===== src/hw/rtl/tdpt_pkg.sv =====
// Shared types for the trial-division prime test.
// Controller state encoding plus the command and status bundles between
// controller and datapath. No dependencies.
package tdpt_pkg;

  localparam int unsigned CandidateWidth = 32;

  typedef enum logic [2:0] {
    S_IDLE,
    S_CLASSIFY,
    S_DIVIDE,
    S_EVAL,
    S_FINISH
  } state_t;

  typedef struct packed {
    logic load;
    logic div_start;
    logic div_step;
    logic next_d;
    logic set_verdict;
    logic verdict;
    logic emit;
  } cmd_t;

  typedef struct packed {
    logic below_two;
    logic is_two;
    logic is_even;
    logic div_last;
    logic bound_exceeded;
    logic rem_zero;
    logic out_free;
  } status_t;

endpackage


===== src/hw/rtl/tdpt_ctrl.sv =====
// Controller for the trial-division prime test.
// Sequences classify, per-divisor restoring division and result hand-off.
// Depends on tdpt_pkg.
module tdpt_ctrl (
  input  logic              clk,
  input  logic              rst,
  input  logic              candidate_valid,
  output logic              candidate_ready,
  input  tdpt_pkg::status_t status,
  output tdpt_pkg::cmd_t    cmd
);

  tdpt_pkg::state_t state, state_next;

  always_ff @(posedge clk) begin
    if (rst) begin
      state <= tdpt_pkg::S_IDLE;
    end else begin
      state <= state_next;
    end
  end

  always_comb begin
    state_next = state;
    case (state)
      tdpt_pkg::S_IDLE: begin
        if (candidate_valid) begin
          state_next = tdpt_pkg::S_CLASSIFY;
        end
      end
      tdpt_pkg::S_CLASSIFY: begin
        if (status.below_two || status.is_two || status.is_even) begin
          state_next = tdpt_pkg::S_FINISH;
        end else begin
          state_next = tdpt_pkg::S_DIVIDE;
        end
      end
      tdpt_pkg::S_DIVIDE: begin
        if (status.div_last) begin
          state_next = tdpt_pkg::S_EVAL;
        end
      end
      tdpt_pkg::S_EVAL: begin
        if (status.bound_exceeded || status.rem_zero) begin
          state_next = tdpt_pkg::S_FINISH;
        end else begin
          state_next = tdpt_pkg::S_DIVIDE;
        end
      end
      tdpt_pkg::S_FINISH: begin
        if (status.out_free) begin
          state_next = tdpt_pkg::S_IDLE;
        end
      end
      default: state_next = tdpt_pkg::S_IDLE;
    endcase
  end

  always_comb begin
    cmd             = '0;
    candidate_ready = 1'b0;
    case (state)
      tdpt_pkg::S_IDLE: begin
        candidate_ready = 1'b1;
        cmd.load        = candidate_valid;
      end
      tdpt_pkg::S_CLASSIFY: begin
        if (status.below_two || status.is_two || status.is_even) begin
          cmd.set_verdict = 1'b1;
          cmd.verdict     = status.is_two;
        end else begin
          cmd.div_start = 1'b1;
        end
      end
      tdpt_pkg::S_DIVIDE: begin
        cmd.div_step = 1'b1;
      end
      tdpt_pkg::S_EVAL: begin
        if (status.bound_exceeded) begin
          cmd.set_verdict = 1'b1;
          cmd.verdict     = 1'b1;
        end else if (status.rem_zero) begin
          cmd.set_verdict = 1'b1;
          cmd.verdict     = 1'b0;
        end else begin
          cmd.next_d    = 1'b1;
          cmd.div_start = 1'b1;
        end
      end
      tdpt_pkg::S_FINISH: begin
        cmd.emit = status.out_free;
      end
      default: cmd = '0;
    endcase
  end

  // a verdict is only ever taken in a deciding state, and leads to hand-off
  assert property (@(posedge clk) disable iff (rst)
    cmd.set_verdict |=> state == tdpt_pkg::S_FINISH)
    else $error("verdict set without moving to finish");

  // a new division always begins with the divider running next cycle
  assert property (@(posedge clk) disable iff (rst)
    cmd.div_start |=> cmd.div_step)
    else $error("division started but not stepped");

  // an emitted result returns the block to accept the next candidate
  assert property (@(posedge clk) disable iff (rst)
    cmd.emit |=> candidate_ready)
    else $error("emit did not return to idle");

endmodule


===== src/hw/rtl/tdpt_datapath.sv =====
// Datapath for the trial-division prime test.
// Holds the candidate, odd divisor, a one-bit-per-cycle restoring divider
// and the output register. Depends on tdpt_pkg.
module tdpt_datapath #(
  parameter int unsigned VALUE_WIDTH = 32
) (
  input  logic                   clk,
  input  logic                   rst,
  input  logic [VALUE_WIDTH-1:0] value,
  input  tdpt_pkg::cmd_t         cmd,
  output tdpt_pkg::status_t      status,
  output logic                   result_valid,
  input  logic                   result_ready,
  output logic                   is_prime
);

  localparam int unsigned CntW = $clog2(VALUE_WIDTH);

  logic [VALUE_WIDTH-1:0] n;
  logic [VALUE_WIDTH-1:0] d;
  logic [VALUE_WIDTH-1:0] rem;
  logic [VALUE_WIDTH-1:0] quo;
  logic [CntW-1:0]        cnt;
  logic                   verdict;

  logic [VALUE_WIDTH:0]   shifted;
  logic [VALUE_WIDTH+1:0] diff;

  assign shifted = {rem, quo[VALUE_WIDTH-1]};
  assign diff    = {1'b0, shifted} - {2'b00, d};

  always_ff @(posedge clk) begin
    if (cmd.load) begin
      n <= value;
      d <= VALUE_WIDTH'(3);
    end else if (cmd.next_d) begin
      d <= d + VALUE_WIDTH'(2);
    end

    if (cmd.div_start) begin
      rem <= '0;
      quo <= n;
      cnt <= '0;
    end else if (cmd.div_step) begin
      cnt <= cnt + CntW'(1);
      if (!diff[VALUE_WIDTH+1]) begin
        rem <= diff[VALUE_WIDTH-1:0];
        quo <= {quo[VALUE_WIDTH-2:0], 1'b1};
      end else begin
        rem <= shifted[VALUE_WIDTH-1:0];
        quo <= {quo[VALUE_WIDTH-2:0], 1'b0};
      end
    end

    if (cmd.set_verdict) begin
      verdict <= cmd.verdict;
    end

    if (cmd.emit) begin
      is_prime <= verdict;
    end
  end

  always_ff @(posedge clk) begin
    if (rst) begin
      result_valid <= 1'b0;
    end else if (cmd.emit) begin
      result_valid <= 1'b1;
    end else if (result_ready) begin
      result_valid <= 1'b0;
    end
  end

  always_comb begin
    status.below_two      = (n[VALUE_WIDTH-1:1] == '0);
    status.is_two         = (n == VALUE_WIDTH'(2));
    status.is_even        = !n[0];
    status.div_last       = (cnt == CntW'(VALUE_WIDTH - 1));
    status.bound_exceeded = (d > quo);
    status.rem_zero       = (rem == '0);
    status.out_free       = !result_valid || result_ready;
  end

  // remainder must end below the divisor
  assert property (@(posedge clk) disable iff (rst)
    (cmd.div_step && status.div_last) |=> rem < d)
    else $error("divider remainder not below divisor");

  // divisor stays odd through every increment
  assert property (@(posedge clk) disable iff (rst)
    (cmd.load || cmd.next_d) |=> d[0])
    else $error("trial divisor became even");

  // emitted verdict lands in the output register
  assert property (@(posedge clk) disable iff (rst)
    cmd.emit |=> result_valid && is_prime == $past(verdict))
    else $error("result register missed the verdict");

endmodule


===== src/hw/rtl/trial_division_prime_test_top.sv =====
// Top level of the trial-division prime test.
// Instantiates tdpt_ctrl and tdpt_datapath; uses tdpt_pkg.
//
// Takes one candidate at a time and answers whether it is prime. Values
// below two and all even values, two included, are settled in the classify
// state without any division. Odd candidates try divisors 3, 5, 7, ... while
// the divisor does not exceed candidate / divisor; each divisor runs through
// the shared restoring divider, which produces one quotient bit per cycle.
// A new candidate is accepted once the previous result has been loaded into
// the output register.
module trial_division_prime_test_top #(
  parameter int unsigned VALUE_WIDTH = 32
) (
  input  logic                                  clk,
  input  logic                                  rst,
  input  logic                                  candidate_valid,
  output logic                                  candidate_ready,
  input  logic [tdpt_pkg::CandidateWidth-1:0]   candidate,
  output logic                                  result_valid,
  input  logic                                  result_ready,
  output logic                                  is_prime
);

  localparam int unsigned CandW = tdpt_pkg::CandidateWidth;

  logic [VALUE_WIDTH-1:0] value;
  tdpt_pkg::cmd_t         cmd;
  tdpt_pkg::status_t      status;

  generate
    if (VALUE_WIDTH > CandW) begin : g_extend
      assign value = {{(VALUE_WIDTH - CandW){1'b0}}, candidate};
    end else if (VALUE_WIDTH == CandW) begin : g_equal
      assign value = candidate;
    end else begin : g_trunc
      assign value = candidate[VALUE_WIDTH-1:0];
    end
  endgenerate

  tdpt_ctrl u_ctrl (
    .clk             (clk),
    .rst             (rst),
    .candidate_valid (candidate_valid),
    .candidate_ready (candidate_ready),
    .status          (status),
    .cmd             (cmd)
  );

  tdpt_datapath #(
    .VALUE_WIDTH (VALUE_WIDTH)
  ) u_datapath (
    .clk          (clk),
    .rst          (rst),
    .value        (value),
    .cmd          (cmd),
    .status       (status),
    .result_valid (result_valid),
    .result_ready (result_ready),
    .is_prime     (is_prime)
  );

endmodule


===== config.mk =====
export PLATFORM = sky130hd
export DESIGN_NAME = trial_division_prime_test_top
export DESIGN_NICKNAME = d
export VERILOG_FILES = /design/src/hw/rtl/tdpt_pkg.sv /design/src/hw/rtl/tdpt_ctrl.sv /design/src/hw/rtl/tdpt_datapath.sv /design/src/hw/rtl/trial_division_prime_test_top.sv
export SDC_FILE = /design/constraint.sdc
export NUM_CORES = 1
export LEC_CHECK = 0
export ABC_AREA = 1
export BUFFER_PORTS_ARGS = -buffer_cell sky130_fd_sc_hd__buf_2
export CORE_MARGIN = 10
export CORE_UTILIZATION = 32
export DETAILED_ROUTE_END_ITERATION = 6
export SKIP_LAST_GASP = 1
export SYNTH_ARGS = -nofsm -noshare
export SYNTH_HDL_FRONTEND = slang
export SYNTH_SLANG_ARGS = --single-unit

===== constraint.sdc =====
create_clock -name clk -period 6.3 [get_ports clk]
set_clock_uncertainty 0.1 [all_clocks]
set_input_delay 0 -clock clk [delete_from_list [all_inputs] [get_ports clk]]
set_output_delay 0 -clock clk [all_outputs]
set_load 0.03 [all_outputs]

==> impl_metrics.py, run 1 <==
metrics = {
    "outcome": {
        "status": "finished, final reports clean",
    },
    "yosys": {
        "synth_cells": 1414,
        "avgSynthCellArea_um2": 6.884,
        "synth_edf_count": 66,
        "synth_cell_types": 35,
        "synthesis.nets": 1516,
        "async_flop_share_pct": 0,
        "ys_seq_area_share_pct": 35.17,
        "ys.flop_type": "dfxtp_1",
        "syn_area_mm2": 0.009734,
        "ys_warn_count": 0,
        "ys_ff_latch": 138,
    },
    "pwr": {
        "pwr-share-clk_pct": 19.6,
        "sequentialPowerShare_pct": 24.3,
        "p_per_area_mw_per_mm2": 466.9,
        "comb_power_share_pct": 56.1,
        "intPower_w": 0.002724,
        "peakVddDrop_mv": 0.2770,
        "sw_frac_of_total_pct": 47.94,
        "p_switching_w": 0.002508,
        "p_total_w": 0.005232,
        "leakagePower_nw": 5.215,
    },
    "cts": {
        "cts.sinks": 138,
        "cts-root-buf": "clkbuf_16",
        "cts_made_buffers": 17,
        "cts_buffer_depth": 2,
        "htreeDepth": 4,
        "insertion_delay_ns": 0.43,
        "cts_tree": "done",
        "clkSlewWorstSetupHoldPaths_ns": 0.07,
    },
    "worst_setup_path": {
        "end_kind": "flip-flop",
        "crit_chain": "inv_1 -> ha_1 -> nand2_1 -> nor2_1 -> nand4_1 -> nor2_1 -> nand2_1 -> nand2_1 -> nand2_2 -> nand3_2 -> buf_4 -> nand2_2 -> nand2_1 -> o21ai_0",
        "crit_arrival_ns": 4.50,
        "path_max_fanout": 68,
        "cp_data_required_time_ns": 6.33,
        "startpoint_type": "flip-flop",
        "crit_type": "reg -> reg",
        "cpMostUsedCell": "nand2_1",
        "crit_family": "simple AND/OR/NAND/NOR gates",
        "cp_slowest_cell": "nand2_2",
        "max_stage_delay_ns": 0.83,
        "crit_buf_inv": 2,
    },
    "layout": {
        "antenna_cells": 0,
        "ff_latch_area_mm2": 0.003423,
        "fillers": 3160,
        "final_cell_mix": "434 x nand2_1, 196 x inv_1, 111 x nor2_1, 111 x nand4_1, 97 x nand3_1",
        "fin_nets": 1571,
        "areaGrowthSynthToFinish_pct": 15.12,
        "postLayoutCellArea_mm2": 0.01121,
        "multi_input_area_mm2": 0.005309,
        "layout-drive-gt1-share_pct": 6.343,
        "mostFrequentLayoutCell": "nand2_1",
    },
    "timing": {
        "hold_viol_final": 0,
        "whs_ns": 0.1746,
        "slew_headroom_pct": 24.44,
        "rsz0062_at_grt": "false",
        "tightest_slew_ns": 1.129,
        "min_period_over_period_pct": 70.86,
        "setup_violations": 0,
        "tns_ns": 0,
        "max_freq_mhz": 224.0,
        "slew_viol_final": 0,
        "period_needed_ns": 4.464,
    },
    "floorplanning": {
        "die_area_mm2": 0.03780,
        "die_w_um": 194.4,
        "start_util_pct": 32.67,
        "rows": 63,
        "pin_count": 39,
        "core_area_mm2": 0.02980,
        "die_y_um": 194.4,
    },
    "hold_path": {
        "min_path_type": "in -> reg",
    },
    "drt": {
        "vias_per_cell": 5.066,
        "wirelength_mm": 28.64,
        "drtIter0Drc": 809,
        "drt_first_pass_iters": 5,
        "vias": 9484,
        "wl_per_cell_um": 15.30,
        "antenna_left": 0,
        "drc": 0,
    },
    "global_route": {
        "track_usage_pct": 14.83,
        "grt_start_max_net_pins": 69,
        "antenna_found_initial": 0,
        "grt_pass1_vias": 9232,
        "grt_first_pass_wirelength_mm": 46.82,
        "overflow": 0,
    },
    "placed_design": {
        "detailed_place.area_mm2": 0.01025,
        "portBuffers": 38,
        "gp_congestion": 0.9066,
        "place_hpwl_mm": 20.91,
    },
    "job": {
        "maxCapViolCount": 0,
    },
}
through the flow:
step	setup slack (ns)	cells	utilization [%]
floorplan	3.192	1414	-
global placement	1.957	1804	34.40
detailed placement	1.829	1804	34.40
CTS	1.837	1872	37.61
global route	1.290	1872	37.61
finish	1.836	1872	37.61
metal layers:
| layer | global-route usage, % | share of wire (%) | wire, um |
|---|---|---|---|
| met4 | 4.231 | 1.7 | 491 |
| met5 | 0 | 0 | 0 |
| met2 | 24.61 | 46 | 13290 |
| met3 | 2.254 | 5.2 | 1480 |
| met1 | 19.45 | 47 | 13380 |
area by class of cell:
class / count / share of cell area (%)
inverters: 204 / 6.833
clock inverters: 14 / 1.474
flip-flops and latches: 138 / 30.55
multi-input cells: 1024 / 47.38
well taps: 390 / 4.355
clock buffers: 18 / 3.830
repair buffers: 84 / 5.583
flip-flops by register name (all words and copies together), names as in the netlist:
name,count
u_ctrl.state,3
u_datapath.rem,32
u_datapath.result_valid,1
u_datapath.verdict,1
u_datapath.is_prime,1
u_datapath.d,31
u_datapath.n,32
u_datapath.cnt,5
u_datapath.quo,32
worst reg2reg max path, cell delays in order, from the launching register on:
cell and delay (ns):
edfxtp_1 0.48, inv_1 0.12, ha_1 0.32, nand2_1 0.07, nor2_1 0.13, nand4_1 0.11, nor2_1 0.18, nand2_1 0.08
nand2_1 0.09, nand2_2 0.41, nand3_2 0.21, buf_4 0.63, nand2_2 0.84, nand2_1 0.29, o21ai_0 0.11
power groups by stage:
stage / sequential, W / clock, W / combinational (W)
6_report: 0.00127 / 0.00102 / 0.00294
5_1_grt: 0.00128 / 0.00108 / 0.00316
4_1_cts: 0.00127 / 0.00104 / 0.00292
3_5_place_dp: 0.00128 / 0 / 0.00289
3_3_place_gp: 0.00128 / 0 / 0.00272
2_1_floorplan: 0.00125 / 0 / 0.00223
synth_stat cells (all sizes together), types with 8 or more instances:
cell      n  area (um2)
a21oi    69       345.3
buf      21       146.4
clkbuf   27       101.4
dfxtp    72        1441
edfxtp   66        1982
ha       65       813.3
inv     202       758.2
nand2   436        1642
nand3   100       515.5
nand4   111       694.4
nor2    112       420.4
nor3     25       125.1
nor4      8       50.05
o21ai    40       200.2
xnor2    16       140.1
xor2     22       192.7
path summary, 6_finish.rpt:
| kind | endpoint | startpoint | slack [ns] | depth (start not counted) |
|---|---|---|---|---|
| max | u_datapath.quo[4] | u_datapath.quo[31] | 1.84 | 14 |
| min | u_datapath.n[13] | candidate[13] | 0.17 | 2 |
| max reg2reg | u_datapath.quo[4] | u_datapath.quo[31] | 1.84 | 14 |
| min reg2reg | u_datapath.is_prime | u_datapath.verdict | 0.34 | 0 |
cells by family (layout without fill, tap and decap cells):
family | count (synthesis) | after routing | synth area share (%)
flops | 138 | 138 | 35.17
xor+xnor | 38 | 38 | 3.419
simple gates | 802 | 802 | 36.13
compound gates | 118 | 118 | 6.311
buf+inv | 252 | 320 | 10.41
fa+ha+maj | 66 | 66 | 8.560
repair_timing:
action | CTS | global route
hold endpoints to repair | 39 | 0
gates resized for setup | 0 | 0
hold buffers | 36 | 0
setup buffers | 0 | 0
Power figures use the tool's default switching activity.
==> run 2, diff against run 1 <==
ABC_AREA = 0   (was 1)
clock period = 4.3 ns   (was 6.3 ns; I/O delays follow)
==> run 2 against run 1 <==
Effect of this change: total power rose by 14%; register-to-register slack got worse by 1.4 ns; first-iteration DRC count fell by 44%; core utilization rose by 0.86 points; count of clock-buffer cells in the layout rose by 5; combinational power fell by 6.8%; setup slack got worse by 1.4 ns; sequential power rose by 34%; maximum frequency rose by 15%; global-route usage fell by 1.8 points; area after synthesis fell by 15%; largest cell class unchanged; largest power group unchanged.
==> impl_metrics.py, run 2 <==
metrics = {
    "outcome": {
        "status": "finished, final reports clean",
    },
    "placed_design": {
        "portBuffers": 38,
        "gp_congestion": 0.8266,
        "place_hpwl_mm": 15.08,
    },
    "worst_setup_path": {
        "cp.depth": 10,
        "crit_family": "simple AND/OR/NAND/NOR gates",
        "reg2reg_slack_ns": 0.43,
        "end_kind": "flip-flop",
        "cp_slowest_cell": "or4_1",
        "crit_chain": "inv_1 -> ha_1 -> nand4_1 -> nor4_2 -> nand4_1 -> and2_1 -> a221oi_2 -> nand4_1 -> or4_1 -> a21oi_1",
        "crit_type": "reg -> reg",
        "crit_path_start": "u_datapath.quo[31]",
        "reg2reg_depth": 10,
        "cp-endpoint": "u_datapath.d[27]",
        "crit_buf_inv": 1,
        "cpMostUsedCell": "nand4_1",
        "r2r_start": "u_datapath.quo[31]",
        "path_max_fanout": 21,
        "max_stage_delay_ns": 0.65,
        "cp_data_required_time_ns": 4.56,
        "crit_arrival_ns": 4.13,
        "rr_endpoint": "u_datapath.d[27]",
        "startpoint_type": "flip-flop",
    },
    "yosys": {
        "synthesis.nets": 1016,
        "synthTopCellsByArea": "edfxtp_1 24%, dfxtp_1 17%, ha_1 9.8%",
        "ys.flop_type": "dfxtp_1",
        "synth_cell_types": 70,
        "avgSynthCellArea_um2": 9.094,
        "synth-compound-area-share_pct": 18.74,
        "synth_edf_count": 66,
        "synthTopCellsByCount": "84 x nand2_1, 78 x o21ai_0, 76 x inv_1, 72 x dfxtp_1, 69 x a21oi_1",
        "synth_cells": 914,
        "synth-simple-area-share_pct": 17.73,
        "synthAdderAreaFrac_pct": 10.03,
        "synthXorXnorAreaFrac_pct": 4.004,
        "post-synth-top-count-cell": "nand2_1",
        "ys_warn_count": 0,
        "synth_top_family_by_area": "compound AO/OA/AOI/OAI gates",
        "ys_ff_latch": 138,
        "yosysTopAreaCell": "edfxtp_1",
        "synthMuxAreaShare_pct": 2.529,
        "async_flop_share_pct": 0,
        "syn_area_mm2": 0.008312,
        "yosys.area.top_type_share_pct": 23.84,
        "ys_seq_area_share_pct": 41.19,
    },
    "drt": {
        "wirelength_mm": 21.36,
        "vias": 6938,
        "antenna_left": 0,
        "drt_first_pass_iters": 5,
        "vias_per_cell": 5.252,
        "wl_per_cell_um": 16.17,
        "drc": 0,
        "drtIter0Drc": 456,
    },
    "floorplanning": {
        "rows": 58,
        "die_w_um": 181.2,
        "die_area_mm2": 0.03282,
        "pin_count": 39,
        "start_util_pct": 32.72,
        "die_y_um": 181.2,
        "core_area_mm2": 0.02540,
    },
    "timing": {
        "hold_viol_final": 0,
        "rsz0062_at_grt": "false",
        "max_freq_mhz": 258.6,
        "slew_viol_final": 0,
        "min_period_over_period_pct": 89.92,
        "slew_headroom_pct": 28.73,
        "setup_violations": 0,
        "period_needed_ns": 3.866,
        "tightest_slew_ns": 1.069,
        "tns_ns": 0,
    },
    "layout": {
        "final_cell_mix": "84 x nand2_1, 78 x o21ai_0, 75 x inv_1",
        "postLayoutCoreUtil_pct": 38.46,
        "areaGrowthSynthToFinish_pct": 17.54,
        "fillers": 2546,
        "mostFrequentLayoutCell": "nand2_1",
        "multi_input_area_mm2": 0.004413,
        "ff_latch_area_mm2": 0.003423,
        "reg_top3": "u_datapath.n x32, u_datapath.quo x32, u_datapath.rem x32",
        "layout-drive-gt1-share_pct": 10.29,
        "fin_nets": 1080,
        "antenna_cells": 0,
    },
    "global_route": {
        "grt_pass1_vias": 6795,
        "grt_start_max_net_pins": 67,
        "overflow": 0,
        "track_usage_pct": 13.02,
        "grt_first_pass_wirelength_mm": 35.38,
        "antenna_found_initial": 0,
    },
    "pwr": {
        "intPower_w": 0.003656,
        "p_per_area_mw_per_mm2": 608.8,
        "peakVddDrop_mv": 0.3389,
        "p_switching_w": 0.002292,
        "comb_power_share_pct": 46.1,
        "leakagePower_nw": 3.827,
        "pwr-share-clk_pct": 25.2,
        "sw_frac_of_total_pct": 38.53,
        "sequentialPowerShare_pct": 28.6,
    },
    "cts": {
        "cts_buffer_depth": 2,
        "cts_tree": "done",
        "cts.sinks": 138,
        "cts-root-buf": "clkbuf_16",
        "clkSlewWorstSetupHoldPaths_ns": 0.06,
        "cts_setup_buffers": 0,
        "hold_buffers": 36,
        "cts_made_buffers": 17,
        "htreeDepth": 4,
        "cts_resized": 0,
        "insertion_delay_ns": 0.43,
    },
    "hold_path": {
        "min_path_type": "in -> reg",
    },
    "job": {
        "maxCapViolCount": 0,
    },
}
==> run 2: cell families after synthesis <==
logic type               count (synthesis)
flip-flops                             138
buffers and inverters                  114
multiplexers                            21
AO/OA/AOI/OAI                          252
AND/OR/NAND/NOR                        285
adder cells (fa/ha/maj)                 66
XOR/XNOR                                38
==> run 2: layer usage <==
layer / up-vias / share of wire, % / global-route usage, %
met1: 3307 / 48 / 17.27
li1: 3499 / - / -
met5: - / 0 / 0
met2: 109 / 47 / 21.02
met3: 23 / 3.1 / 2.098
met4: 0 / 1.7 / 4.328
==> run 2: worst reg2reg max path, delay by kind of cell, from the launching register on <==
kind,cells,cell delay [ns]
AOI/OAI and AO/OA,2,0.47
adders and majority gates,1,0.32
buffers and inverters,1,0.11
DFF,1,0.46
and+or+nand+nor,6,2.35
==> run 2: worst min path at each step <==
| stage | startpoint | endpoint | slack (ns) | depth (start not counted) |
|---|---|---|---|---|
| after floorplan | rst | u_ctrl.state[2] | -0.03 | 1 |
| after global placement | candidate[17] | u_datapath.n[17] | 0.08 | 1 |
| after detailed placement | candidate[23] | u_datapath.n[23] | 0.08 | 1 |
| after CTS | candidate[3] | u_datapath.n[3] | 0.16 | 2 |
| after global routing | candidate[5] | u_datapath.n[5] | 0.17 | 2 |
| final | candidate[0] | u_datapath.n[0] | 0.18 | 2 |
==> run 2: metrics by stage <==
step	instance area, um2	setup WS, ns	hold WS [ns]	power (W)	instances
after floorplan	8312	0.8536	-0.03093	0.003883	914
after global placement	8792	0.6279	0.07683	0.004400	1253
after detailed placement	8792	0.4712	0.07812	0.004416	1253
after CTS	9769	0.4299	0.1632	0.005956	1321
after global routing	9769	0.01235	0.1747	0.006369	1321
final	9769	0.4335	0.1768	0.005948	1321
==> run 2: layout make-up <==
cell class                 count  area share (%)
multi-input combinational    662           45.17
timing repair buffer          83           6.327
clock buffer                  23           5.571
clock inverter                 9          0.7428
tap                          330           4.226
sequential                   138           35.04
inverter                      76           2.920
==> run 2: power groups by stage <==
stage / combinational, W / clock [W] / sequential [W]
global route: 0.00307 / 0.00158 / 0.00172
detailed placement: 0.00269 / 0 / 0.00172
global placement: 0.00268 / 0 / 0.00172
CTS: 0.00273 / 0.00152 / 0.00170
finish: 0.00274 / 0.00150 / 0.00170
floorplan: 0.00220 / 0 / 0.00168
==> run 3, diff against run 2 <==
CTS_BUF_LIST = sky130_fd_sc_hd__clkbuf_2   (was unset)
==> run 3 against run 2 <==
Effect of this change: total power decreased by 9.5%; sequential share of layout area decreased by 0.10 points; count of clock-buffer cells in the layout decreased by 5; largest cell class unchanged; critical endpoint unchanged; wire length increased by 1.1%; final cell count increased by 2.8%.
==> impl_metrics.py, run 3 (same netlist as run 2, synthesis figures left out) <==
metrics = {
    "pwr": {
        "leakagePower_nw": 3.838,
        "p_per_area_mw_per_mm2": 549.1,
        "intPower_w": 0.003164,
        "p_switching_w": 0.002216,
        "p_total_w": 0.005380,
        "pwr-share-clk_pct": 16.8,
        "sw_frac_of_total_pct": 41.19,
        "comb_power_share_pct": 51.5,
        "peakVddDrop_mv": 0.3323,
        "sequentialPowerShare_pct": 31.6,
    },
    "cts": {
        "cts_made_buffers": 17,
        "cts_resized": 0,
        "clkSlewWorstSetupHoldPaths_ns": 0.20,
        "htreeDepth": 4,
        "insertion_delay_ns": 0.70,
        "cts-root-buf": "clkbuf_2",
        "cts_setup_buffers": 0,
        "cts.sinks": 138,
        "cts_buffer_depth": 2,
        "cts_tree": "done",
    },
    "global_route": {
        "track_usage_pct": 12.91,
        "antenna_found_initial": 1,
        "grt_pass1_vias": 6877,
        "overflow": 0,
        "grt_start_max_net_pins": 67,
        "grt_first_pass_wirelength_mm": 35.49,
    },
    "layout": {
        "fin_nets": 1116,
        "mostFrequentLayoutCell": "nand2_1",
        "areaGrowthSynthToFinish_pct": 17.88,
        "final_cell_mix": "84 x nand2_1, 78 x o21ai_0, 75 x inv_1",
        "postLayoutCellArea_mm2": 0.009798,
        "layout-drive-gt1-share_pct": 9.932,
        "reg_top3": "u_datapath.n x32, u_datapath.quo x32, u_datapath.rem x32",
    },
    "timing": {
        "min_period_over_period_pct": 88.88,
        "rsz0062_at_grt": "false",
        "tns_ns": 0,
        "period_needed_ns": 3.822,
        "slew_viol_final": 0,
        "max_freq_mhz": 261.7,
        "setup_violations": 0,
        "slew_headroom_pct": 30.32,
        "tightest_slew_ns": 1.044,
        "hold_viol_final": 0,
    },
    "drt": {
        "wl_per_cell_um": 15.91,
        "vias_per_cell": 5.216,
        "antenna_left": 0,
        "drtIter0Drc": 455,
        "drc": 0,
        "vias": 7084,
        "drt_first_pass_iters": 5,
        "wirelength_mm": 21.61,
    },
    "outcome": {
        "status": "finished, final reports clean",
    },
    "worst_setup_path": {
        "path_max_fanout": 11,
        "crit_arrival_ns": 4.35,
        "crit_type": "reg -> reg",
        "cpMostUsedCell": "nand4_1",
        "max_stage_delay_ns": 0.60,
        "crit_chain": "inv_1 -> ha_1 -> nand4_1 -> nor4_2 -> nand4_1 -> and2_1 -> a221oi_2 -> nand4_1 -> or4_1 -> a21oi_1",
        "end_kind": "flip-flop",
        "cp_data_required_time_ns": 4.82,
        "startpoint_type": "flip-flop",
        "cp_slowest_cell": "or4_1",
    },
    "job": {
        "maxCapViolCount": 0,
    },
    "floorplanning": {
        "die_area_mm2": 0.03282,
        "die_y_um": 181.2,
        "start_util_pct": 32.72,
        "die_w_um": 181.2,
        "rows": 58,
        "core_area_mm2": 0.02540,
        "pin_count": 39,
    },
    "placed_design": {
        "gp_congestion": 0.8266,
        "detailed_place.area_mm2": 0.008792,
        "place_hpwl_mm": 15.08,
        "portBuffers": 38,
    },
    "hold_path": {
        "min_path_type": "reg -> reg",
    },
}
## run 3: cell count changes in the layout (fill, tap and decap cells not counted), moves of 4 or more
cell,previous run,this run
clkbuf_2,1,18
bufinv_16,0,4
dlygate4sd3_1,36,71
clkbuf_16,21,0
## run 3: worst max-delay path: cells and delay by family (launching register included)
family	cells	cell delay, ns
AOI/OAI and AO/OA	2	0.59
adders and majority gates	1	0.32
buffers and inverters	1	0.11
DFF	1	0.50
and+or+nand+nor	6	2.14
## run 3: layout make-up
| cell class | count | area (um2) |
|---|---|---|
| Multi-Input combinational cell | 663 | 4419 |
| Inverter | 76 | 285.3 |
| Clock buffer | 18 | 90.09 |
| Tap cell | 330 | 412.9 |
| Sequential cell | 138 | 3423 |
| Clock inverter | 14 | 196.4 |
| Fill cell | 2561 | 15600 |
| Timing Repair Buffer | 118 | 968.4 |
| Antenna cell | 1 | 2.502 |
## run 3: through the flow
| step | hold WS [ns] | cells | util [%] | setup slack (ns) |
|---|---|---|---|---|
| 2_1_floorplan | -0.03093 | 914 | - | 0.8536 |
| 3_3_place_gp | 0.07683 | 1253 | 34.62 | 0.6279 |
| 3_5_place_dp | 0.07812 | 1253 | 34.62 | 0.4712 |
| 4_1_cts | 0.0003516 | 1355 | 38.50 | 0.3893 |
| 5_1_grt | 0.3680 | 1358 | 38.58 | 0.1155 |
| 6_report | 0.3609 | 1358 | 38.58 | 0.4784 |
## run 3: what timing repair did
| action | 4_1_cts | 5_1_grt |
|---|---|---|
| endpoints found under the hold margin | 39 | 1 |
| endpoints found under the setup margin | 0 | 1 |
| hold buffers | 70 | 1 |
## run 3: power groups by stage
stage / Sequential, W / Combinational, W / Clock [W]
floorplan: 0.00168 / 0.00220 / 0
global placement: 0.00172 / 0.00268 / 0
detailed placement: 0.00172 / 0.00269 / 0
CTS: 0.00170 / 0.00276 / 0.000920
global route: 0.00172 / 0.00310 / 0.000978
finish: 0.00170 / 0.00277 / 0.000906
## run 3: per-layer routing
metal,up-vias,wire [um],GRT usage [%]
li1,3573,-,-
met1,3366,10340,17.49
met2,131,9985,20.53
met3,14,1004,2.797
met4,0,272,2.864
met5,-,0,0
## run 3: final timing paths
| path | slack (ns) | cells past startpoint | to | start |
|---|---|---|---|---|
| setup reg to reg | 0.48 | 10 | u_datapath.d[27] | u_datapath.quo[31] |
| hold / removal | 0.36 | 0 | u_datapath.is_prime | u_datapath.verdict |
| hold reg to reg | 0.36 | 0 | u_datapath.is_prime | u_datapath.verdict |
| setup / recovery | 0.48 | 10 | u_datapath.d[27] | u_datapath.quo[31] |
